## src/rtl/qau_pkg.sv

```systemverilog
// Package of the quaternion arithmetic unit: word types, operation codes,
// stage structs and fixed-point helper functions. Depends on nothing.
package qau_pkg;

  localparam int FracBits = 16;

  typedef logic signed [31:0] fx_t;
  typedef logic signed [63:0] wide_t;

  localparam wide_t OneFx = 64'sd1 <<< FracBits;
  localparam wide_t MaxFx = 64'sh0000_0000_7FFF_FFFF;
  localparam wide_t MinFx = 64'shFFFF_FFFF_8000_0000;

  typedef enum logic [2:0] {
    KindAdd     = 3'd0,
    KindSub     = 3'd1,
    KindScale   = 3'd2,
    KindProduct = 3'd3,
    KindConj    = 3'd4,
    KindNormSq  = 3'd5,
    KindRotate  = 3'd6,
    KindMatrix  = 3'd7
  } kind_e;

  typedef struct packed {
    logic [2:0] kind;
    fx_t a_w;
    fx_t a_x;
    fx_t a_y;
    fx_t a_z;
    fx_t b_w;
    fx_t b_x;
    fx_t b_y;
    fx_t b_z;
  } in_t;

  typedef struct packed {
    fx_t  r0;
    fx_t  r1;
    fx_t  r2;
    fx_t  r3;
    fx_t  r4;
    fx_t  r5;
    fx_t  r6;
    fx_t  r7;
    fx_t  r8;
    logic overflow;
  } out_t;

  typedef struct packed {
    logic [2:0]       kind;
    fx_t [3:0]        a;
    fx_t [3:0]        b;
    wide_t [15:0]     p;
  } st1_t;

  typedef struct packed {
    logic [2:0]       kind;
    fx_t [3:0]        a;
    fx_t [2:0]        v;
    fx_t [2:0]        t;
    logic             tovf;
    wide_t [8:0]      res;
  } st2_t;

  typedef struct packed {
    logic [2:0]       kind;
    fx_t [2:0]        v;
    logic             tovf;
    wide_t [8:0]      res;
    wide_t [8:0]      q;
  } st3_t;

  typedef struct packed {
    logic ovf;
    fx_t  val;
  } sat_t;

  function automatic wide_t fmul(input fx_t x, input fx_t y);
    wide_t p;
    p = wide_t'(x) * wide_t'(y);
    return p >>> FracBits;
  endfunction

  function automatic sat_t sat32(input wide_t v);
    sat_t s;
    if (v > MaxFx) begin
      s.ovf = 1'b1;
      s.val = fx_t'(MaxFx);
    end else if (v < MinFx) begin
      s.ovf = 1'b1;
      s.val = fx_t'(MinFx);
    end else begin
      s.ovf = 1'b0;
      s.val = v[31:0];
    end
    return s;
  endfunction

endpackage

```

## src/rtl/qau_sum2.sv

```systemverilog
// Fourth stage: rotation sums, final saturation and the output register.
// Depends on qau_pkg.
module qau_sum2 (
  input  logic          clk_i,
  input  logic          rst_ni,
  input  logic          en_i,
  input  logic          valid_i,
  input  qau_pkg::st3_t data_i,
  output logic          valid_o,
  output qau_pkg::out_t data_o
);
  import qau_pkg::*;

  wide_t res [9];
  sat_t  s   [9];
  logic  ovf;
  out_t  data_d;
  out_t  data_q;
  logic  valid_q;

  always_comb begin
    for (int i = 0; i < 9; i++) begin
      res[i] = data_i.res[i];
    end
    if (kind_e'(data_i.kind) == KindRotate) begin
      res[0] = wide_t'(data_i.v[0]) + data_i.q[0] + data_i.q[1] - data_i.q[2];
      res[1] = wide_t'(data_i.v[1]) + data_i.q[3] + data_i.q[4] - data_i.q[5];
      res[2] = wide_t'(data_i.v[2]) + data_i.q[6] + data_i.q[7] - data_i.q[8];
    end
    ovf = data_i.tovf;
    for (int i = 0; i < 9; i++) begin
      s[i] = sat32(res[i]);
      ovf  = ovf | s[i].ovf;
    end
    data_d.r0       = s[0].val;
    data_d.r1       = s[1].val;
    data_d.r2       = s[2].val;
    data_d.r3       = s[3].val;
    data_d.r4       = s[4].val;
    data_d.r5       = s[5].val;
    data_d.r6       = s[6].val;
    data_d.r7       = s[7].val;
    data_d.r8       = s[8].val;
    data_d.overflow = ovf;
  end

  always_ff @(posedge clk_i or negedge rst_ni) begin
    if (!rst_ni) begin
      valid_q <= 1'b0;
    end else if (en_i) begin
      valid_q <= valid_i;
    end
  end

  always_ff @(posedge clk_i) begin
    if (en_i) begin
      data_q <= data_d;
    end
  end

  assign valid_o = valid_q;
  assign data_o  = data_q;

endmodule

```

## config.mk

```make
export PLATFORM = sky130hd
export DESIGN_NAME = qau_sum2
export DESIGN_NICKNAME = d
export VERILOG_FILES = /design/src/rtl/qau_pkg.sv /design/src/rtl/qau_sum2.sv
export SDC_FILE = /design/constraint.sdc
export NUM_CORES = 2
export LEC_CHECK = 0
export BUFFER_PORTS_ARGS = -buffer_cell sky130_fd_sc_hd__buf_2
export CAP_MARGIN = 20
export CORE_AREA = 2 2 600 602
export DETAILED_ROUTE_END_ITERATION = 8
export DIE_AREA = 0 0 602 604
export SETUP_SLACK_MARGIN = 0.02
export SYNTH_ARGS = -nofsm -noshare
export SYNTH_HDL_FRONTEND = slang
export SYNTH_SLANG_ARGS = --single-unit
```

## constraint.sdc

```tcl
create_clock -name clk_i -period 1.1 [get_ports clk_i]
set_clock_uncertainty 0.05 [all_clocks]
set_input_delay 0.165 -clock clk_i [delete_from_list [all_inputs] [get_ports clk_i]]
set_output_delay 0.165 -clock clk_i [all_outputs]
set_load 0.005 [all_outputs]
```

-- After elaboration in Yosys (flattened, before gate mapping)
Cells that the tools add are included.
- bits in registers: 290
- input bits: 1256
- output and inout bits: 290
- add/sub/neg operators: 9
- magnitude comparators: 18
- equality and inequality tests: 1
- mux-type cells: 19
- bitwise logic cells: 9
- operator list (operator ; number):
    33-bit 2-to-1 mux ; 18
    64-bit by 32-bit > comparator with 1-bit output, second input constant ; 9
    64-bit by 32-bit less-than comparator with 1-bit output, second input constant ; 9
    32-bit by 64-bit adder with 64-bit output ; 3
    64-bit adder ; 3
    192-bit 2-to-1 mux ; 1
    64-bit subtractor ; 3
    1-bit bitwise OR ; 9
    3-bit == test, second input constant ; 1

-- Logic depth before layout (Yosys ltp)
- depth after elaboration: 16
- depth in mapped cells: 22

-- Least setup slack after synthesis
Ideal clock, no wire load.
- path type: input to register
- start point: in data_i[391] in the netlist's numbering
- end point: reg data_q (netlist bit data_o[0]), data pin
- setup time: 0.276 ns
- arrival: 5.055 ns
- path slack: -4.281 ns
- stages on the path: 20
- path buffers: 2
- cell sequence: fa_1 > inv_1 > fa_1 > inv_1 > ha_1 > clkbuf_1 > a21oi_1 > nor3_1 > nor4_2 > a221oi_1 > or3_1 > mux2i_1 > a22o_1 > a2111oi_0 > o2111ai_1 > or4_1 > or4_1 > nand2_2 > buf_6 > nand4b_1
- cells in the longest elaborated chain, start to end: 14
- elaborated cells on any way between the ends: 15
- those cells by class: add/sub: 3; order compare: 2; mux: 3; bitwise: 7
- ends and longest elaborated chain (element ; RTL line ; source):
    start: declaration ; qau_sum2.sv:8 ; input qau_pkg::st3_t data_i,
    32-bit by 64-bit adder with 64-bit output * ; qau_sum2.sv:28 ; res[2] = wide_t'(data_i.v[2]) + data_i.q[6] + data_i.q[7] - data_i.q[8];
    64-bit adder * ; qau_sum2.sv:28 ;
    64-bit subtractor * ; qau_sum2.sv:28 ;
    192-bit 2-to-1 mux * ; qau_sum2.sv:25 ; if (kind_e'(data_i.kind) == KindRotate) begin
    64-bit by 32-bit less-than comparator with 1-bit output ; qau_pkg.sv:90 ; end else if (v < MinFx) begin
    33-bit 2-to-1 mux ; qau_pkg.sv:90 ;
    33-bit 2-to-1 mux * ; qau_pkg.sv:87 ; if (v > MaxFx) begin
    1-bit bitwise OR * (7 in series) ; qau_sum2.sv:33 ; ovf = ovf | s[i].ovf;
    via ovf ; qau_sum2.sv:16 ; logic ovf;
    end signal: assignment ; qau_sum2.sv:57 ; data_q <= data_d;
    end: declaration ; qau_sum2.sv:18 ; out_t data_q;
Mark *: on every way through the listed nets, which the timed path passes. The rest lies on a longest branch.
A chain may end at the register's enable or synchronous reset.

-- Final worst setup path
- start point: in data_i[1] in the netlist's numbering
- end point: reg data_q (netlist bit data_o[0]), data pin
- cells in the longest elaborated chain, start to end: 16
- elaborated cells on any way between the ends: 17
- those cells by class: add/sub: 3; order compare: 2; mux: 3; bitwise: 9
- ends and longest elaborated chain (element ; RTL line ; source):
    32-bit by 64-bit adder with 64-bit output * ; qau_sum2.sv:26 ; res[0] = wide_t'(data_i.v[0]) + data_i.q[0] + data_i.q[1] - data_i.q[2];
    64-bit adder * ; qau_sum2.sv:26 ;
    64-bit subtractor * ; qau_sum2.sv:26 ;
    192-bit 2-to-1 mux * ; qau_sum2.sv:25 ;
    64-bit by 32-bit less-than comparator with 1-bit output ; qau_pkg.sv:90 ;
    33-bit 2-to-1 mux ; qau_pkg.sv:90 ;
    33-bit 2-to-1 mux * ; qau_pkg.sv:87 ;
    1-bit bitwise OR * (9 in series) ; qau_sum2.sv:33 ;
    via ovf ; qau_sum2.sv:16 ;
Marks and branches as above.

==> results.json <==
{
  "post-route-period-util_pct": 504,
  "cts_sinks": 290,
  "setup_viol": 692,
  "ioPinCount": 1546,
  "timing.rr.end": "valid_o$_DFFE_PN0P_",
  "setup_slack_ps": -4450,
  "yosysWarningCount": 0,
  "final_hold_viol_count": 1,
  "ys_ff_latch": 290,
  "p_int_mw": 57.2,
  "layout-area-overhead-vs-synth_pct": 80.3,
  "layout-drive-gt1-share_pct": 42.3,
  "critPathKind": "in2reg",
  "vdd_drop_max_uv": 864,
  "hp-class": "in2reg",
  "critical_path_buf_inv_count": 9,
  "grt_max_degree": 78,
  "critPathMaxFanout": 3,
  "synth_top_family_by_area": "adder cells",
  "violations": "hold timing, setup timing",
  "drtIter0Drc": 3747,
  "tightest_slew_ps": 904,
  "yosys-top-cells-area": "edfxtp_1 (23%), fa_1 (20%), inv_1 (9.8%)",
  "yosys.area.top_type": "edfxtp_1",
  "dr.pass1.iters": 5,
  "die_w_um": 602,
  "hp-start": "data_i[639]",
  "portBuffers": 1545,
  "rr_worst_depth": 1,
  "synth_area_per_cell_um2": 8.03,
  "grtUsageTotal_pct": 17.3,
  "synthesis.nets": 6592,
  "p_switching_mw": 49.8,
  "slowest_stage": "or4b_4",
  "rows": 220,
  "dpl.hpwl_um": 292000,
  "clk_pin_slew_ps": 90,
  "yosys-mux-area-fraction_pct": 0.804,
  "mostFrequentLayoutCell": "buf_2",
  "cts_made_buffers": 35,
  "synth_cells": 4769,
  "status": "complete, but fails checks",
  "synth.top_cell.area_share_pct": 22.7,
  "syn_area_mm2": 0.0383,
  "synth_xor_area_share_pct": 3.25,
  "r2r_slack_ps": 320,
  "ant_nets": 0,
  "overflow": 0,
  "synthArstFlopShare_pct": 0.345,
  "antenna_found_initial": 275,
  "core-area_mm2": 0.358,
  "cp.required_ps": 1410,
  "cts_tree": "yes",
  "crit_start": "data_i[1]",
  "routed_via_density": 3.79,
  "dpl_cell_area_mm2": 0.0614,
  "rsz0062_at_grt": "true",
  "leakage_nw": 33.0,
  "synth_flop_cell": "edfxtp_1",
  "fin_hold_ws_ps": -58.7,
  "post-place-ws_ps": -6010,
  "cts_hold_buf": 254,
  "setup-tns-final_ps": -546960,
  "drt-wirelength-per-cell_um": 26.2,
  "swShare_pct": 46.6,
  "cts_max_path_buffers": 3,
  "vias": 47600,
  "final_area_mm2": 0.0690,
  "fp.dieH_um": 604,
  "die-area_mm2": 0.364,
  "r2r_start": "valid_o$_DFFE_PN0P_",
  "drc_errors": 0,
  "min_path_cells": 4,
  "min_period_ps": 5550,
  "critPathLaunchType": "primary input",
  "hold_end": "data_o[288]$_SDFFCE_PP0P_",
  "yosysUniqueCellTypes": 86,
  "finalNetCount": 9474,
  "most-common-layout-cells": "buf_2 (1503), buf_4 (1125), inv_1 (976), nand2_1 (727), fa_1 (369)",
  "power_frac_seq_pct": 13.1,
  "utilization_pct": 19.3,
  "wl_um": 329000,
  "first_global_vias": 47400,
  "synth_compound_area_share_pct": 16.6,
  "fillers": 40200,
  "critPathMaxStageDelay_ps": 540,
  "clk_latency_ps": 600,
  "clkPwrFrac_pct": 11.8,
  "ff_latch_area_mm2": 0.00870,
  "synthAdderAreaFrac_pct": 25.9,
  "relSlewSlack_pct": 39.8,
  "grt_pass1_wl_um": 422000,
  "start_util_pct": 10.7,
  "htreeDepth": 2,
  "synth-simple-area-share_pct": 18.7,
  "fmax_ghz": 0.180,
  "maxSlewViolCount": 0,
  "crit_family": "compound AO/OA/AOI/OAI gates",
  "ys_seq_area_share_pct": 22.7,
  "cap_violations": 0,
  "multi_input_area_mm2": 0.0277,
  "critPathMostFrequentCell": "buf_6",
  "arrival_ps": 5850,
  "synth_enable_flop_cells": 289,
  "end_kind": "flip-flop",
  "clock_tree.root_cell": "clkbuf_16",
  "p_comb_share_pct": 75.1,
  "p_per_area_mw_per_mm2": 1550,
  "place_congestion": 0.985
}
registers in the layout, summed over array words and instances (netlist names):
signal and flops:
valid_o 1, data_o 289
timing repair:
action                                  in CTS  in global routing
gates resized for setup                    381                146
pin swaps                                  140                 56
endpoints found under the setup margin     573                746
gates cloned                                10                  9
buffers inserted                            57                 32
hold endpoints to repair                   263                  1
how the worst max path moves through the flow:
stage,to,depth (start not counted),slack [ps]
2_1_floorplan,data_o[0]$_DFFE_PP_,19,-4150
3_3_place_gp,data_o[0]$_DFFE_PP_,24,-6060
3_5_place_dp,data_o[0]$_DFFE_PP_,23,-6010
4_1_cts,data_o[285]$_SDFFCE_PP1P_,29,-4440
5_1_grt,data_o[0]$_DFFE_PP_,26,-4620
6_report,data_o[0]$_DFFE_PP_,26,-4450
per-stage QoR:
step	power, mW	hold slack, ps	std cells
6_report	107	-58.7	12600
3_3_place_gp	87.6	-103	12000
4_1_cts	106	-111	12400
3_5_place_dp	87.6	-99.2	12000
2_1_floorplan	45.7	-181	4769
5_1_grt	114	-65.3	12500
cell usage after synthesis, types with 7 or more instances:
cell,n
inv_1,997
nand2_1,762
fa_1,378
a21oi_1,293
edfxtp_1,289
o21ai_0,231
ha_1,189
clkbuf_1,182
nor2_1,167
nand4_1,160
a21o_1,136
nor4_1,87
xnor2_1,82
nand3_1,79
nor3_1,78
xor2_1,60
o21a_1,51
a31oi_1,35
o21bai_1,33
o31ai_1,33
and2_1,31
and3_1,29
a211oi_1,26
o211ai_1,26
or3_1,26
mux2i_1,24
o21ai_1,22
nor2b_1,16
and4_1,15
or4_1,14
nand2b_1,13
a21boi_0,12
a221oi_1,12
buf_1,11
a2111oi_0,10
o2111ai_1,10
a22oi_1,7
buf_4,7
o31a_1,7
or4b_1,7
tightest hold or removal path, stage by stage:
cell and delay, ps:
buf_2 80, nand2_1 60, o31ai_2 50, buf_4 140
area by class of cell:
| cell class | instances | share of cell area, % |
|---|---|---|
| antenna | 109 | 0.395 |
| timing repair buffer | 3054 | 31.1 |
| multi-input combinational | 3273 | 40.1 |
| tap | 4773 | 8.65 |
| clock buffer | 35 | 1.27 |
| inverter | 997 | 5.43 |
| sequential | 290 | 12.6 |
| clock inverter | 28 | 0.444 |
power by group through the flow:
stage,Sequential [mW],Combinational (mW),Clock (mW)
2_1_floorplan,14.2,31.5,0
3_3_place_gp,14.2,73.4,0
3_5_place_dp,14.2,73.4,0
4_1_cts,14.0,79.0,13.0
5_1_grt,14.1,87.0,13.2
6_report,14.0,80.4,12.6
metal layers:
metal	vias to the layer above	share of wire, %	global-route usage (%)	wire, um
met5	-	0.28	0	920
met4	144	5.4	7.60	17900
met3	626	9.7	6.43	32100
met2	2111	45	28.0	149000
met1	22900	39	20.3	129000
li1	21800	-	-	-
logic make-up (layout without fill, tap and decap cells):
kind of cell / after synthesis / in the layout
and+or+nand+nor: 1521 / 1521
buffers and inverters: 1206 / 4114
AOI/OAI and AO/OA: 1013 / 1013
adders and majority gates: 567 / 567
DFF: 290 / 290
xor gates and xnor gates: 142 / 142
muxes: 30 / 30
other: 0 / 109
No activity file was read; power rests on OpenSTA's default activity.
